<file path="config.mk">
export PLATFORM = sky130hd
export DESIGN_NAME = i2c_master_transaction_sequencer
export DESIGN_NICKNAME = d
export VERILOG_FILES = /design/src/i2cms_pkg.sv /design/src/i2cms_out_queue.sv /design/src/i2c_master_transaction_sequencer.sv
export SDC_FILE = /design/constraint.sdc
export NUM_CORES = 1
export LEC_CHECK = 0
export BUFFER_PORTS_ARGS = -buffer_cell sky130_fd_sc_hd__buf_2
export CORE_ASPECT_RATIO = 1.5
export CORE_UTILIZATION = 54
export CTS_BUF_LIST = sky130_fd_sc_hd__clkbuf_4 sky130_fd_sc_hd__clkbuf_8
export DETAILED_ROUTE_END_ITERATION = 6
export MAX_ROUTING_LAYER = met4
export PLACE_DENSITY = 0.75
export REMOVE_ABC_BUFFERS = 1
export SKIP_LAST_GASP = 1
export SLEW_MARGIN = 10
export SYNTH_ARGS = -nofsm -noshare
export SYNTH_HDL_FRONTEND = slang
export SYNTH_HIERARCHICAL = 1
export SYNTH_SLANG_ARGS = --single-unit
export TNS_END_PERCENT = 20
</file>
<file path="constraint.sdc">
create_clock -name clk -period 10.8 [get_ports clk]
set_input_delay 2.16 -clock clk [delete_from_list [all_inputs] [get_ports clk]]
set_output_delay 2.16 -clock clk [all_outputs]
set_load 0.01 [all_outputs]
</file>
<file path="src/i2cms_pkg.sv">
// Shared types and bus command codes for the I2C master transaction sequencer.
package i2cms_pkg;

    localparam logic [1:0] ACT_BEGIN  = 2'd0;
    localparam logic [1:0] ACT_DATA   = 2'd1;
    localparam logic [1:0] ACT_EVENT  = 2'd2;
    localparam logic [1:0] ACT_UNUSED = 2'd3;

    localparam logic [2:0] CMD_NONE      = 3'd0;
    localparam logic [2:0] CMD_START     = 3'd1;
    localparam logic [2:0] CMD_RESTART   = 3'd2;
    localparam logic [2:0] CMD_SEND      = 3'd3;
    localparam logic [2:0] CMD_RECV_ACK  = 3'd4;
    localparam logic [2:0] CMD_RECV_NACK = 3'd5;
    localparam logic [2:0] CMD_STOP      = 3'd6;

    localparam logic [1:0] STATUS_OK          = 2'd0;
    localparam logic [1:0] STATUS_ADDR_NACK   = 2'd1;
    localparam logic [1:0] STATUS_READDR_NACK = 2'd2;

    typedef struct packed {
        logic [2:0] bus_command;
        logic [7:0] bus_byte;
        logic [7:0] read_data;
        logic       read_valid;
        logic       last_read;
        logic       done_res;
        logic [1:0] status;
    } result_t;

    // Results raised by one input item: one or two, first in slot 0
    typedef struct packed {
        logic    two;
        result_t first;
        result_t second;
    } result_pair_t;

endpackage

</file>
<file path="src/i2cms_out_queue.sv">
// Output queue that holds result pairs and hands them out one beat at a time.
module i2cms_out_queue
    import i2cms_pkg::*;
(
    input  logic         clk,
    input  logic         rst_n,
    input  logic         push,
    input  result_pair_t push_data,
    output logic         full,
    output logic         out_valid,
    input  logic         out_stall,
    output result_t      head
);

    localparam int QDEPTH = 2;

    result_pair_t     entry_reg [QDEPTH];
    logic             wr_ptr_reg;
    logic             rd_ptr_reg;
    logic             sub_reg;
    logic [1:0]       count_reg;
    logic [1:0]       count_next;
    logic             beat;
    logic             pop;
    result_pair_t     head_pair;

    assign head_pair = entry_reg[rd_ptr_reg];
    assign out_valid = (count_reg != 2'd0);
    assign full      = (count_reg == 2'(QDEPTH));
    assign head      = sub_reg ? head_pair.second : head_pair.first;
    assign beat      = out_valid && !out_stall;
    // Drop the pair once its last result has gone out
    assign pop       = beat && (sub_reg || !head_pair.two);

    always_comb
    begin
        count_next = count_reg;
        if (push && !pop)
        begin
            count_next = count_reg + 2'd1;
        end
        else if (!push && pop)
        begin
            count_next = count_reg - 2'd1;
        end
    end

    always_ff @(posedge clk)
    begin
        if (push)
        begin
            entry_reg[wr_ptr_reg] <= push_data;
        end
    end

    always_ff @(posedge clk or negedge rst_n)
    begin
        if (!rst_n)
        begin
            wr_ptr_reg <= 1'b0;
            rd_ptr_reg <= 1'b0;
            sub_reg    <= 1'b0;
            count_reg  <= 2'd0;
        end
        else
        begin
            count_reg <= count_next;
            if (push)
            begin
                wr_ptr_reg <= ~wr_ptr_reg;
            end
            if (pop)
            begin
                rd_ptr_reg <= ~rd_ptr_reg;
                sub_reg    <= 1'b0;
            end
            else if (beat)
            begin
                sub_reg <= 1'b1;
            end
        end
    end

    a_no_overflow: assert property (@(posedge clk) disable iff (!rst_n)
        full |-> !push)
        else $error("push into a full result queue");

    a_sub_only_on_pair: assert property (@(posedge clk) disable iff (!rst_n)
        sub_reg |-> (out_valid && head_pair.two))
        else $error("second slot selected on a single-result entry");

    a_count_range: assert property (@(posedge clk) disable iff (!rst_n)
        count_reg <= 2'(QDEPTH))
        else $error("result queue count out of range");

endmodule

</file>
<file path="src/i2c_master_transaction_sequencer.sv">
// Top level of the byte-level I2C master write/read sequencer with repeated start.
// An accepted item's results are registered in the result queue, which drives the output.
// Throughput: one input beat per cycle while the two-pair result queue has room;
// an item raising two results (start and address, restart and address) hands them out
// as two output beats, so the output port can then limit the sustained rate.
// Reset: rst_n clears the phase, counts and result queue; the block comes up idle.
module i2c_master_transaction_sequencer
    import i2cms_pkg::*;
#(
    parameter int MAX_TRANSFER = 255
)
(
    input  logic       clk,
    input  logic       rst_n,

    input  logic       in_valid,
    output logic       in_stall,
    input  logic [1:0] action,
    input  logic [6:0] device_address,
    input  logic [7:0] write_count,
    input  logic [7:0] read_count,
    input  logic [7:0] data_byte,
    input  logic       ack_received,
    input  logic [7:0] received_byte,

    output logic       out_valid,
    input  logic       out_stall,
    output logic [2:0] bus_command,
    output logic [7:0] bus_byte,
    output logic [7:0] read_data,
    output logic       read_valid,
    output logic       last_read,
    output logic       done_res,
    output logic [1:0] status
);

    // Counts never exceed the smaller of the clamp limit and an 8-bit count
    localparam int CNT_W = (MAX_TRANSFER >= 255) ? 8 : $clog2(MAX_TRANSFER + 1);

    // Transaction phase codes
    localparam logic [2:0] PH_IDLE      = 3'd0;
    localparam logic [2:0] PH_ADDR      = 3'd1;
    localparam logic [2:0] PH_NEED_DATA = 3'd2;
    localparam logic [2:0] PH_DATA_SENT = 3'd3;
    localparam logic [2:0] PH_READDR    = 3'd4;
    localparam logic [2:0] PH_READING   = 3'd5;

    logic [2:0]       phase_reg,       phase_next;
    logic [6:0]       target_reg,      target_next;
    logic [CNT_W-1:0] writes_left_reg, writes_left_next;
    logic [CNT_W-1:0] reads_left_reg,  reads_left_next;
    logic             read_dir_reg,    read_dir_next;

    logic             in_beat;
    logic             queue_full;
    logic             push;
    result_pair_t     pair;
    result_t          head;

    logic [CNT_W-1:0] wr_clamped;
    logic [CNT_W-1:0] rd_clamped;
    logic [CNT_W-1:0] writes_dec;
    logic [CNT_W-1:0] reads_dec;
    logic             begin_dir;

    // Hold input whenever the queue cannot take another pair
    assign in_stall = queue_full;
    assign in_beat  = in_valid && !in_stall;

    // Clamp the requested counts to the transfer limit
    assign wr_clamped = (32'(write_count) > MAX_TRANSFER) ? CNT_W'(MAX_TRANSFER)
                                                          : CNT_W'(write_count);
    assign rd_clamped = (32'(read_count) > MAX_TRANSFER) ? CNT_W'(MAX_TRANSFER)
                                                         : CNT_W'(read_count);
    assign begin_dir  = (wr_clamped == '0) && (rd_clamped != '0);

    // Saturating decrements, as a byte that ends a count never goes below zero
    assign writes_dec = (writes_left_reg != '0) ? writes_left_reg - CNT_W'(1) : '0;
    assign reads_dec  = (reads_left_reg  != '0) ? reads_left_reg  - CNT_W'(1) : '0;

    function automatic result_t make_result(input logic [2:0] cmd,
                                            input logic [7:0] byte_val);
        result_t r;
        r             = '0;
        r.bus_command = cmd;
        r.bus_byte    = byte_val;
        return r;
    endfunction

    function automatic result_t make_stop(input logic [1:0] stat);
        result_t r;
        r             = '0;
        r.bus_command = CMD_STOP;
        r.done_res    = 1'b1;
        r.status      = stat;
        return r;
    endfunction

    always_comb
    begin
        phase_next       = phase_reg;
        target_next      = target_reg;
        writes_left_next = writes_left_reg;
        reads_left_next  = reads_left_reg;
        read_dir_next    = read_dir_reg;
        push             = 1'b0;
        pair             = '0;

        case (action)
            ACT_BEGIN:
            begin
                if (phase_reg == PH_IDLE)
                begin
                    target_next      = device_address;
                    writes_left_next = wr_clamped;
                    reads_left_next  = rd_clamped;
                    read_dir_next    = begin_dir;
                    phase_next       = PH_ADDR;
                    push             = 1'b1;
                    pair.two         = 1'b1;
                    pair.first       = make_result(CMD_START, 8'd0);
                    pair.second      = make_result(CMD_SEND, {device_address, begin_dir});
                end
            end
            ACT_DATA:
            begin
                if (phase_reg == PH_NEED_DATA)
                begin
                    phase_next = PH_DATA_SENT;
                    push       = 1'b1;
                    pair.first = make_result(CMD_SEND, data_byte);
                end
            end
            ACT_EVENT:
            begin
                case (phase_reg)
                    PH_ADDR:
                    begin
                        if (!ack_received)
                        begin
                            phase_next = PH_IDLE;
                            push       = 1'b1;
                            pair.first = make_stop(STATUS_ADDR_NACK);
                        end
                        else if (writes_left_reg != '0)
                        begin
                            phase_next = PH_NEED_DATA;
                        end
                        else if (read_dir_reg)
                        begin
                            phase_next = PH_READING;
                            push       = 1'b1;
                            pair.first = make_result(
                                (reads_left_reg == CNT_W'(1)) ? CMD_RECV_NACK : CMD_RECV_ACK,
                                8'd0);
                        end
                        else
                        begin
                            phase_next = PH_IDLE;
                            push       = 1'b1;
                            pair.first = make_stop(STATUS_OK);
                        end
                    end
                    PH_DATA_SENT:
                    begin
                        writes_left_next = writes_dec;
                        if (writes_dec != '0)
                        begin
                            phase_next = PH_NEED_DATA;
                        end
                        else if (reads_left_reg != '0)
                        begin
                            phase_next  = PH_READDR;
                            push        = 1'b1;
                            pair.two    = 1'b1;
                            pair.first  = make_result(CMD_RESTART, 8'd0);
                            pair.second = make_result(CMD_SEND, {target_reg, 1'b1});
                        end
                        else
                        begin
                            phase_next = PH_IDLE;
                            push       = 1'b1;
                            pair.first = make_stop(STATUS_OK);
                        end
                    end
                    PH_READDR:
                    begin
                        if (!ack_received)
                        begin
                            phase_next = PH_IDLE;
                            push       = 1'b1;
                            pair.first = make_stop(STATUS_READDR_NACK);
                        end
                        else
                        begin
                            phase_next = PH_READING;
                            push       = 1'b1;
                            pair.first = make_result(
                                (reads_left_reg == CNT_W'(1)) ? CMD_RECV_NACK : CMD_RECV_ACK,
                                8'd0);
                        end
                    end
                    PH_READING:
                    begin
                        // Each completed receive carries its byte with the next command
                        reads_left_next = reads_dec;
                        push            = 1'b1;
                        if (reads_dec != '0)
                        begin
                            pair.first = make_result(
                                (reads_dec == CNT_W'(1)) ? CMD_RECV_NACK : CMD_RECV_ACK,
                                8'd0);
                        end
                        else
                        begin
                            phase_next          = PH_IDLE;
                            pair.first          = make_stop(STATUS_OK);
                            pair.first.last_read = 1'b1;
                        end
                        pair.first.read_data  = received_byte;
                        pair.first.read_valid = 1'b1;
                    end
                    default:
                    begin
                        // Events while idle or awaiting a data byte are dropped
                    end
                endcase
            end
            default:
            begin
                // Unused action code: drop the beat
            end
        endcase
    end

    always_ff @(posedge clk or negedge rst_n)
    begin
        if (!rst_n)
        begin
            phase_reg       <= PH_IDLE;
            target_reg      <= '0;
            writes_left_reg <= '0;
            reads_left_reg  <= '0;
            read_dir_reg    <= 1'b0;
        end
        else if (in_beat)
        begin
            phase_reg       <= phase_next;
            target_reg      <= target_next;
            writes_left_reg <= writes_left_next;
            reads_left_reg  <= reads_left_next;
            read_dir_reg    <= read_dir_next;
        end
    end

    i2cms_out_queue u_out_queue
    (
        .clk       (clk),
        .rst_n     (rst_n),
        .push      (in_beat && push),
        .push_data (pair),
        .full      (queue_full),
        .out_valid (out_valid),
        .out_stall (out_stall),
        .head      (head)
    );

    assign bus_command = head.bus_command;
    assign bus_byte    = head.bus_byte;
    assign read_data   = head.read_data;
    assign read_valid  = head.read_valid;
    assign last_read   = head.last_read;
    assign done_res    = head.done_res;
    assign status      = head.status;

    a_begin_to_addr: assert property (@(posedge clk) disable iff (!rst_n)
        (in_beat && (action == ACT_BEGIN) && (phase_reg == PH_IDLE))
            |=> (phase_reg == PH_ADDR))
        else $error("begin beat did not move the sequencer to the address phase");

    a_done_with_stop: assert property (@(posedge clk) disable iff (!rst_n)
        (out_valid && done_res) |-> (bus_command == CMD_STOP))
        else $error("done raised without a stop command");

    a_last_read_is_stop: assert property (@(posedge clk) disable iff (!rst_n)
        (out_valid && read_valid) |-> ((bus_command == CMD_STOP) == last_read))
        else $error("final read byte not paired with stop");

    a_status_only_on_done: assert property (@(posedge clk) disable iff (!rst_n)
        (out_valid && !done_res) |-> (status == STATUS_OK))
        else $error("status reported without done");

endmodule

</file>
==> results of run 1 <==
[worst reg2reg max path: stages, from the launching register on]
cell       delay (ns)
dfrtp_1          0.44
inv_1            0.15
ha_1             0.28
or4b_1           0.65
nor3_1           0.22
a41oi_1          0.10
a2111oi_4        0.58
o21bai_1         0.17
a211oi_1         0.51
and2_2           1.05
[layout make-up]
class / instances / share of cell area
clock buffer: 20 / 0.0360
clock inverter: 12 / 0.0163
inverter: 13 / 0.00684
multi-input combinational: 326 / 0.337
sequential: 130 / 0.525
tap: 147 / 0.0258
timing repair buffer: 74 / 0.0530
[power groups by stage]
| stage | logic (mW) | clock network (mW) | registers [mW] |
|---|---|---|---|
| floorplan | 0.362 | 0 | 0.712 |
| global placement | 0.511 | 0 | 0.720 |
| detailed placement | 0.519 | 0 | 0.724 |
| CTS | 0.521 | 0.396 | 0.714 |
| global route | 0.569 | 0.419 | 0.728 |
| finish | 0.518 | 0.388 | 0.715 |
[metrics by stage]
stage / util / total power [mW] / instance area [um^2] / hold WS (ns)
6_report: 0.642 / 1.62 / 7130 / 0.511
5_1_grt: 0.642 / 1.72 / 7130 / 0.529
4_1_cts: 0.642 / 1.63 / 7130 / 0.515
3_5_place_dp: 0.608 / 1.24 / 6760 / 0.499
3_3_place_gp: 0.608 / 1.23 / 6760 / 0.487
2_1_floorplan: - / 1.07 / 6190 / 0.455
[metal layers]
layer / part of all wire / global-route usage
met1: 0.39 / 0.253
met2: 0.56 / 0.422
met3: 0.040 / 0.0639
met4: 0.017 / 0.0902
met5: 0 / -
[cells in the final DEF (no fill, tap or decap), types with 18 or more instances in the layout]
cell      Yosys  final
buf_2         4     71
edfxtp_1     98     98
dfrtp_1      32     32
a21oi_1      22     22
conb_1        1     28
o21ai_0      34     34
nand2_1      20     20
mux4_2       18     18
nor2_1       40     40
[path summary, 6_finish.rpt]
kind	startpoint	end	slack (ns)	depth (start not counted)
max	action[0]	u_out_queue/entry_reg[1][34]	5.68	7
min	target_reg[4]	target_reg[4]	0.51	1
max reg2reg	writes_left_reg[0]	u_out_queue/entry_reg[1][34]	6.26	9
min reg2reg	target_reg[4]	target_reg[4]	0.51	1
max in group asynchronous	rst_n	u_out_queue/rd_ptr_reg	8.46	1
min in group asynchronous	rst_n	writes_left_reg[2]	1.81	1
[kinds of logic (layout without fill, tap and decap cells)]
| kind of cell | count (synthesis) | count (layout) | synth area share |
|---|---|---|---|
| AOI/OAI and AO/OA | 105 | 105 | 0.113 |
| xor gates and xnor gates | 6 | 6 | 0.00842 |
| adders and majority gates | 10 | 10 | 0.0201 |
| buffers and inverters | 41 | 119 | 0.0323 |
| DFF | 130 | 130 | 0.600 |
| muxes | 33 | 33 | 0.106 |
| other | 1 | 28 | 0.000601 |
| and+or+nand+nor | 144 | 144 | 0.120 |
==> results.md, run 1 <==
- Setup Skew: 0.0108 ns
- DRT Wirelength: approximately 13 mm
- Netlist cell types: 59
- GRT Total Usage: 0.238
- Row cnt: 47
- First-pass GRT wire length: 20.9 mm
- Multi-input gate area: ~2400 um^2
- Number of vias in the routed layout: between 4000 and 5000
- Post-route insts no fill: slightly above 700
- P_sw: 0.560 mW
- Placement Setup Slack: about 5.3 ns
- FILL cells: 855
- Post-CTS Setup Bufs: 0
- Die height: ~130 um
- DP Cell Count: 690
- Critical path arrival: just over 5 ns
- Fin worst setup slack: between 5 and 6 ns
- Family with the most delay on the worst path: compound AO/OA/AOI/OAI gates
- Post-CTS Hold Buffers: 0
- Worst slew margin: 0.202
- Area share of the largest cell type after synthesis: 0.472
- Post-Route Setup TNS: 0 ns
- Slowest cell on the critical path: and2_2
- P_int: 1.06 mW
- CP Capture Type: register
- DIE AREA: 12000 um^2
- Layout cells sized above 1: 0.238
- DRT antenna net count: 0
- Die width: 89.8 um
- Total global routing overflow: 0
- # diodes: 0
- Post-layout nets: 618
- PostCTS Resize Cnt: 0
- WP buf/inv: 2
- Max Root-Sink Buffers: 2
- Synth top area cells: edfxtp_1 (47%), dfrtp_1 (13%), mux4_2 (6.5%), o21ai_0 (2.7%), mux4_1 (2.5%)
- Asr flop ratio synth: 0.246
- Syn. warnings: 6
- Number of global-route vias before repair: 4244
- Clock power frac: 0.239
- Worst-Margin Slew: 1.20 ns
- Worst-Skew Late Latency: 0.44 ns
- Worst path max stage delay: 1.05 ns
- Syn Inst Count: 470
- Seq cells post-synth: 130
- Worst min path class: register to register
- Syn_area_per_cell: 13.3 um^2
- Data required, critical path: roughly 11 ns
- Final Wtd Congestion: between 0.8 and 0.9
- Crit-path max FO: 49
- RSZ-0062 raised after global routing: false
- Clock sinks: 130
- Pwr Density: around 230 nW/um^2
- Clock slew at reported path FFs: 0.07 ns
- Drt initial violations: around 280
- Largest net degree at the start of global routing: 50
- Register area share after synthesis: 0.600
- EDFF count, synth: 98
- Synth cell count leaders: edfxtp_1 (98), nor2_1 (40), o21ai_0 (34)
- Outcome: finished, final reports clean
- Top Ports: 72
- H-tree levels: 4
- Comb pwr share: 0.320
- HPWL Detailed: 8.86 mm
- Switching Share: 0.346
- Setup violations, final: 0
- PortBufs: between 70 and 80
- Via density: 5.86
- Flop pwr share: 0.441
- Critical path class: primary input to register
- Minimum clock period: 5.12 ns
- DRC Markers: 0
- Root Driver: clkbuf_8
- TritonCTS clock tree: done
- Fin. Hold Viols: 0
- Initial antenna violation count: 0
- Max Cap Viol: 0
- P&R area growth vs syn: 14.3%
- Cell with the most instances after synthesis: edfxtp_1
- Post-synth top area cell: edfxtp_1
- Drt wl/cell: 17.8 um
- Storage cell area: 3740 um^2
- Crit share post-route: 0.474
- Initial DRT Pass Iterations: 5
- Max Slew Vio Count: 0
- Initial Util: 0.561
- Max Clk Rate: 195 MHz
- Cell area after synthesis: 6240 um^2
- Max reg flops: slightly below 100
- Kind of start point of the critical path: primary input
- Cells along the critical path: buf_2 -> inv_1 -> ha_1 -> o21ai_0 -> o21bai_1 -> a211oi_1 -> and2_2
- Static Leak: ~2.8 nW
- Core ar.: 11100 um^2
- CTS buffer count: 17
- VDD IR max: 131 uV
- Top_reg_cell synth: edfxtp_1
(Power assumes the default switching activity.)
==> run 2, diff against run 1 <==
--- a/config.mk
+++ b/config.mk
@@ -5,13 +5,14 @@
 export SDC_FILE = /design/constraint.sdc
 export NUM_CORES = 1
 export LEC_CHECK = 0
+export ABC_AREA = 1
 export BUFFER_PORTS_ARGS = -buffer_cell sky130_fd_sc_hd__buf_2
 export CORE_ASPECT_RATIO = 1.5
 export CORE_UTILIZATION = 54
 export CTS_BUF_LIST = sky130_fd_sc_hd__clkbuf_4 sky130_fd_sc_hd__clkbuf_8
 export DETAILED_ROUTE_END_ITERATION = 6
 export MAX_ROUTING_LAYER = met4
-export PLACE_DENSITY = 0.75
+export PLACE_DENSITY = 0.77
 export REMOVE_ABC_BUFFERS = 1
 export SKIP_LAST_GASP = 1
 export SLEW_MARGIN = 10
==> constraint.sdc (replaced) <==
create_clock -name clk -period 4.5 [get_ports clk]
set_input_delay 0.9 -clock clk [delete_from_list [all_inputs] [get_ports clk]]
set_output_delay 0.9 -clock clk [all_outputs]
set_load 0.01 [all_outputs]
==> run 2 against run 1 <==
  * Clock-buffer cell count increased by 1
  * Sequential share of layout area down 1.2 points
  * Wire length grew 4.5%
==> results.md, run 2 <==
- Worst slew margin: 0.474 (+0.272)
- Via density: 5.24 (-11%)
- Drt wl/cell: 14.5 um (-19%)
- PortBufs: 71 (unchanged)
- Syn_area_per_cell: 9.63 um^2 (-27%)
- Fin worst setup slack: 1.25 ns (-4.43 ns)
- Minimum clock period: 3.25 ns
- Initial antenna violation count: 0 (unchanged)
- Total global routing overflow: 0 (unchanged)
- DRT Wirelength: 13.5 mm (+4.5%)
- HPWL Detailed: 9.49 mm (+7.1%)
- Critical path arrival: 3.30 ns (-1.87 ns)
- Synth top area cells: edfxtp_1 (46%), dfrtp_1 (13%), nor2_1 (5.8%), o21ai_0 (5.8%), nand2_1 (5.7%)
- # diodes: 0 (unchanged)
- Met2 usage: 0.455 (+0.0323)
- Outcome: finished, final reports clean
- Layout cells sized above 1: 0.214 (-0.0243)
- Number of vias in the routed layout: 4851 (+15%)
- Drt initial violations: 188 (-32%)
- P_int: 2.45 mW (+130%)
- CTS buffer count: 17 (unchanged)
- Netlist cell types: 34 (-42%)
- VDD IR max: 294 uV (+120%)
- Core ar.: 11500 um^2 (+3.7%)
- Cell area after synthesis: 6370 um^2 (+2.1%)
- Pwr Density: 563 nW/um^2 (+150%)
- Worst min path class: register to register
- First-pass GRT wire length: 22.3 mm (+6.5%)
- Crit-path max FO: 49 (unchanged)
- TritonCTS clock tree: done
- Initial DRT Pass Iterations: 5 (unchanged)
- Max Slew Vio Count: 0 (unchanged)
- Fin. Hold Viols: 0 (unchanged)
- Crit share post-route: 0.723
- Post-synth top area cell: edfxtp_1
- P_sw: 1.66 mW (+200%)
- Syn. warnings: 6 (unchanged)
- Post-layout nets: 819 (+33%)
- Top_reg_cell synth: edfxtp_1
- Synth cell count leaders: nor2_1 (99), edfxtp_1 (98), nand2_1 (97)
- Die height: 135 um (+1.1%)
- Row cnt: 48 (+2.1%)
- Cell with the most instances after synthesis: nor2_1
- FILL cells: 989 (+16%)
- DRT antenna net count: 0 (unchanged)
- GRT Total Usage: 0.243 (+0.00496)
- Syn Inst Count: 662 (+41%)
- Critical path class: register to register
- Placement Setup Slack: 1.18 ns (-4.09 ns)
- Worst-Margin Slew: 0.788 ns (-0.409 ns)
- Flop pwr share: 0.394 (-0.047)
- Final Wtd Congestion: 0.965 (+10%)
- Commonest cells after routing, fill and taps aside: nor2_1 (98), edfxtp_1 (98), nand2_1 (97)
- Met3 Resource Use GR: 0.0467 (-0.0172)
- Multi-input gate area: 2320 um^2 (-3.6%)
- Post-CTS Setup Bufs: 0 (unchanged)
- Max Root-Sink Buffers: 2 (unchanged)
- Setup Skew: 0.0146 ns (+0.00379 ns)
- PostCTS Resize Cnt: 0 (unchanged)
- EDFF count, synth: 98 (unchanged)
- Die width: 90.7 um (+1.0%)
- Asr flop ratio synth: 0.246 (unchanged)
- Max reg flops: 98 (unchanged)
- Comb pwr share: 0.403 (+0.083)
- Max Cap Viol: 0 (unchanged)
- Post-route insts no fill: 926 (+28%)
- Data required, critical path: 4.55 ns (-6.29 ns)
- DP Cell Count: 894 (+30%)
- RSZ-0062 raised after global routing: false
- CP Capture Type: register
- Switching Share: 0.405 (+0.0590)
- Register area share after synthesis: 0.587 (-0.0126)
- Initial Util: 0.553 (-0.00867)
- Storage cell area: 3740 um^2 (unchanged)
- Area share of the largest cell type after synthesis: 0.462 (-0.00991)
- Seq cells post-synth: 130 (unchanged)
- Max Clk Rate: 307 MHz
- Number of global-route vias before repair: 4874 (+15%)
- Setup violations, final: 0 (unchanged)
- Kind of start point of the critical path: register
- Worst-Skew Late Latency: 0.42 ns (-0.02 ns)
- GRT busiest layer: met2
- Static Leak: 3.09 nW (+12%)
- H-tree levels: 4 (unchanged)
- Clock slew at reported path FFs: 0.07 ns (about the same)
- P&R area growth vs syn: 14.6%
- DRC Markers: 0 (unchanged)
- DIE AREA: 12300 um^2 (+2.1%)
- Clock sinks: 130 (unchanged)
- Top Ports: 72 (unchanged)
- Root Driver: clkbuf_8
- Clock power frac: 0.203 (-0.036)
- M1 GR Usage: 0.251 (-0.00171)
- Largest net degree at the start of global routing: 52 (+4.0%)
- Post-CTS Hold Buffers: 0 (unchanged)
run 2: area by class of cell:
cell class	count	share of cell area
sequential	130	0.512
multi-input combinational	452	0.317
timing repair buffer	77	0.0548
inverter	85	0.0437
clock buffer	21	0.0370
tap	150	0.0257
clock inverter	11	0.00925
run 2: metal layers:
layer | vias up | wire, um
met5 | - | 0
met4 | 0 | 261
met3 | 23 | 620
met2 | 156 | 7520
met1 | 2252 | 5070
li1 | 2420 | -
run 2: worst paths after layout:
kind	cells after the start	slack (ns)	startpoint	endpoint
max in group asynchronous	1	3.47	rst_n	target_reg[5]
worst max register to register	15	1.25	writes_left_reg[0]	u_out_queue/entry_reg[0][42]
worst min-delay path	1	0.52	u_out_queue/count_reg[0]	u_out_queue/count_reg[0]
worst min register to register	1	0.52	u_out_queue/count_reg[0]	u_out_queue/count_reg[0]
worst max-delay path	15	1.25	writes_left_reg[0]	u_out_queue/entry_reg[0][42]
min in group asynchronous	1	0.55	rst_n	writes_left_reg[4]
run 2: metrics by stage:
stage | util | hold slack (ns) | setup TNS (ns) | area (um^2) | power, mW
floorplan | - | 0.463 | -5.81 | 6370 | 2.76
global placement | 0.604 | 0.477 | 0 | 6970 | 3.26
detailed placement | 0.604 | 0.510 | 0 | 6970 | 3.30
CTS | 0.634 | 0.523 | 0 | 7310 | 4.14
global route | 0.634 | 0.542 | 0 | 7310 | 4.42
finish | 0.634 | 0.523 | 0 | 7310 | 4.11
run 2: worst max-delay path: stages (launching register included):
cell	delay (ns)
dfrtp_1	0.39
inv_1	0.17
ha_1	0.27
nand2_2	0.11
nor2_4	0.13
nand3_1	0.08
nand2_1	0.13
nand3_2	0.10
nor2_4	0.14
nand3_1	0.12
nand2_1	0.08
nand2_1	0.05
a21oi_1	0.33
inv_1	0.13
nor2_4	0.09
buf_4	0.51
run 2: kinds of logic (layout without fill, tap and decap cells):
| group | count (synthesis) | count (layout) | share of synthesized area |
|---|---|---|---|
| AND/OR/NAND/NOR | 262 | 262 | 0.188 |
| AO/OA/AOI/OAI | 149 | 149 | 0.134 |
| flip-flops | 130 | 130 | 0.587 |
| buffers and inverters | 107 | 194 | 0.0662 |
| adder cells (fa/ha/maj) | 10 | 10 | 0.0196 |
| XOR/XNOR | 3 | 3 | 0.00412 |
| other | 1 | 28 | 0.000588 |
run 2: power groups by stage:
stage | sequential [mW] | combinational (mW) | clock [mW]
detailed placement | 1.64 | 1.65 | 0
floorplan | 1.67 | 1.09 | 0
CTS | 1.62 | 1.66 | 0.855
global route | 1.64 | 1.88 | 0.898
finish | 1.62 | 1.66 | 0.835
global placement | 1.64 | 1.62 | 0
==> run 3, diff against run 2 <==
==> constraint.sdc (replaced) <==
create_clock -name clk -period 2.8 [get_ports clk]
set_input_delay 0.56 -clock clk [delete_from_list [all_inputs] [get_ports clk]]
set_output_delay 0.56 -clock clk [all_outputs]
set_load 0.01 [all_outputs]
==> run 3 against run 2 <==
  * Clock skew is 0.0043 ns lower
  * Cell count increased by 0.76%
  * Register-to-register slack worse by 0.99 ns
  * Worst setup slack got worse by 0.99 ns
  * Clock-buffer cell count decreased by 3
  * Sequential power is 61% higher
  * Flip-flop and latch count stayed put
  * Combinational power grew 64%
  * Sequential share of layout area fell by 0.95 points
  * Total power up 67%
  * Via count is 1.5% higher
  * Largest power group unchanged
==> results.md, run 3 (same netlist as run 2, synthesis figures left out) <==
- Post-layout nets: 826 (+0.85%)
- Critical path class: register to output port
- Critical path arrival: 1.98 ns (-1.32 ns)
- Top Ports: 72 (unchanged)
- DRT Wirelength: 13.8 mm (+2.7%)
- Die height: 135 um (unchanged)
- Minimum clock period: 2.54 ns
- Post-route insts no fill: 933 (+0.76%)
- Post-CTS Setup Bufs: 0 (unchanged)
- Slowest cell on the critical path: inv_2
- Crit-path max FO: 50 (+2.0%)
- VDD IR max: 490 uV (+67%)
- Static Leak: 3.16 nW (+2.1%)
- Number of vias in the routed layout: 4926 (+1.5%)
- DP Cell Count: 901 (+0.78%)
- Post-Route Setup TNS: 0 ns (unchanged)
- Max Root-Sink Buffers: 2 (unchanged)
- TritonCTS clock tree: done
- Max Cap Viol: 0 (unchanged)
- Die width: 90.7 um (unchanged)
- Drt wl/cell: 14.8 um (+2.0%)
- Clock sinks: 130 (unchanged)
- Power Total: 6.85 mW (+67%)
- First-pass GRT wire length: 22.4 mm (+0.59%)
- Worst path max stage delay: 0.58 ns (+0.07 ns)
- Via density: 5.28 (+0.78%)
- Worst min path class: primary input to async pin
- Commonest cells after routing, fill and taps aside: nor2_1 (98), edfxtp_1 (98), nand2_1 (97)
- Core ar.: 11500 um^2 (unchanged)
- Worst-Skew Late Latency: 0.42 ns (about the same)
- Outcome: finished, final reports clean
- Largest net degree at the start of global routing: 51 (-1.9%)
- Number of global-route vias before repair: 4929 (+1.1%)
- Worst slew margin: 0.468 (-0.00560)
- R2R depth: 15 (unchanged)
- Initial antenna violation count: 0 (unchanged)
- PortBufs: 71 (unchanged)
- Row cnt: 48 (unchanged)
- Pwr Density: 920 nW/um^2 (+63%)
- Max Slew Vio Count: 0 (unchanged)
- Root Driver: clkbuf_8
- Initial DRT Pass Iterations: 5 (unchanged)
- Setup slack, reg-to-reg: 0.26 ns (-0.99 ns)
- Max reg flops: 98 (unchanged)
- Kind of start point of the critical path: register
- Fin worst setup slack: 0.257 ns (-0.991 ns)
- Clock slew at reported path FFs: 0.07 ns (about the same)
- Data required, critical path: 2.24 ns (-2.31 ns)
- Final Wtd Congestion: 0.955 (-1.1%)
- DRC Markers: 0 (unchanged)
- Layout cells sized above 1: 0.222 (+0.00830)
- Cells along the critical path: inv_2 -> o21ai_0 -> o22ai_1 -> buf_2
- Worst-Margin Slew: 0.796 ns (+0.00810 ns)
- # diodes: 0 (unchanged)
- Max Clk Rate: between 300 and 400 MHz
- GRT Total Usage: 0.246 (+0.00282)
- Setup violations, final: 0 (unchanged)
- Drt initial violations: 211 (+12%)
- CP Capture Type: output port
- H-tree levels: 4 (unchanged)
- Fin. Hold Viols: 0 (unchanged)
- Setup Skew: 0.0103 ns (-0.00432 ns)
- P&R area growth vs syn: 16.8%
- Placement Setup Slack: 0.214 ns (-0.964 ns)
- RSZ-0062 raised after global routing: false
- HPWL Detailed: 9.90 mm (+4.3%)
- Crit share post-route: 0.908
- CTS buffer count: 17 (unchanged)
- Total global routing overflow: 0 (unchanged)
- DIE AREA: 12300 um^2 (unchanged)
- DRT antenna net count: 0 (unchanged)
- Initial Util: 0.553 (unchanged)
==> run 3: critical path, delay by kind of cell, from the launching register on <==
kind	cells	cell delay, ns
buffers and inverters	2	0.74
DFF	1	0.39
AOI/OAI and AO/OA	2	0.39
==> run 3: through the flow <==
step | utilization | instance area, um^2 | hold WS (ns)
finish | 0.646 | 7440 | 0.204
detailed placement | 0.612 | 7060 | 0.504
global placement | 0.612 | 7060 | 0.488
CTS | 0.645 | 7440 | 0.207
global route | 0.646 | 7440 | 0.241
floorplan | - | 6370 | 0.264
==> run 3: worst paths after layout <==
kind                                     startpoint                           end
max                          u_out_queue/rd_ptr_reg                   bus_byte[1]
min                                           rst_n            writes_left_reg[3]
max reg2reg                      writes_left_reg[1]  u_out_queue/entry_reg[0][30]
min reg2reg                u_out_queue/count_reg[1]      u_out_queue/count_reg[1]
max in group asynchronous                     rst_n                  phase_reg[1]
min in group clk                  device_address[2]                 target_reg[2]
==> run 3: per-layer routing <==
layer	track usage	part of all wire
met1	0.257	0.38
met2	0.452	0.55
met3	0.0422	0.041
met4	0.104	0.023
met5	-	0
==> run 3: repair_timing <==
item / 4_1_cts / 5_1_grt
hold buffers: 0 / 0
endpoints found under the setup margin: 0 / 63
resized for setup: 0 / 2
==> run 3: cell type report <==
cell class	count	area [um^2]
Fill cell	982	4090
Timing Repair Buffer	84	490
Clock inverter	14	138
Inverter	85	319
Sequential cell	130	3740
Tap cell	150	188
Clock buffer	18	241
Multi-Input combinational cell	452	2320
==> run 3: power by group <==
group / total (mW) / switching [mW] / internal [mW]
combinational: 2.73 / 1.80 / 0.929
sequential: 2.61 / 0.212 / 2.39
clock: 1.52 / 0.721 / 0.795
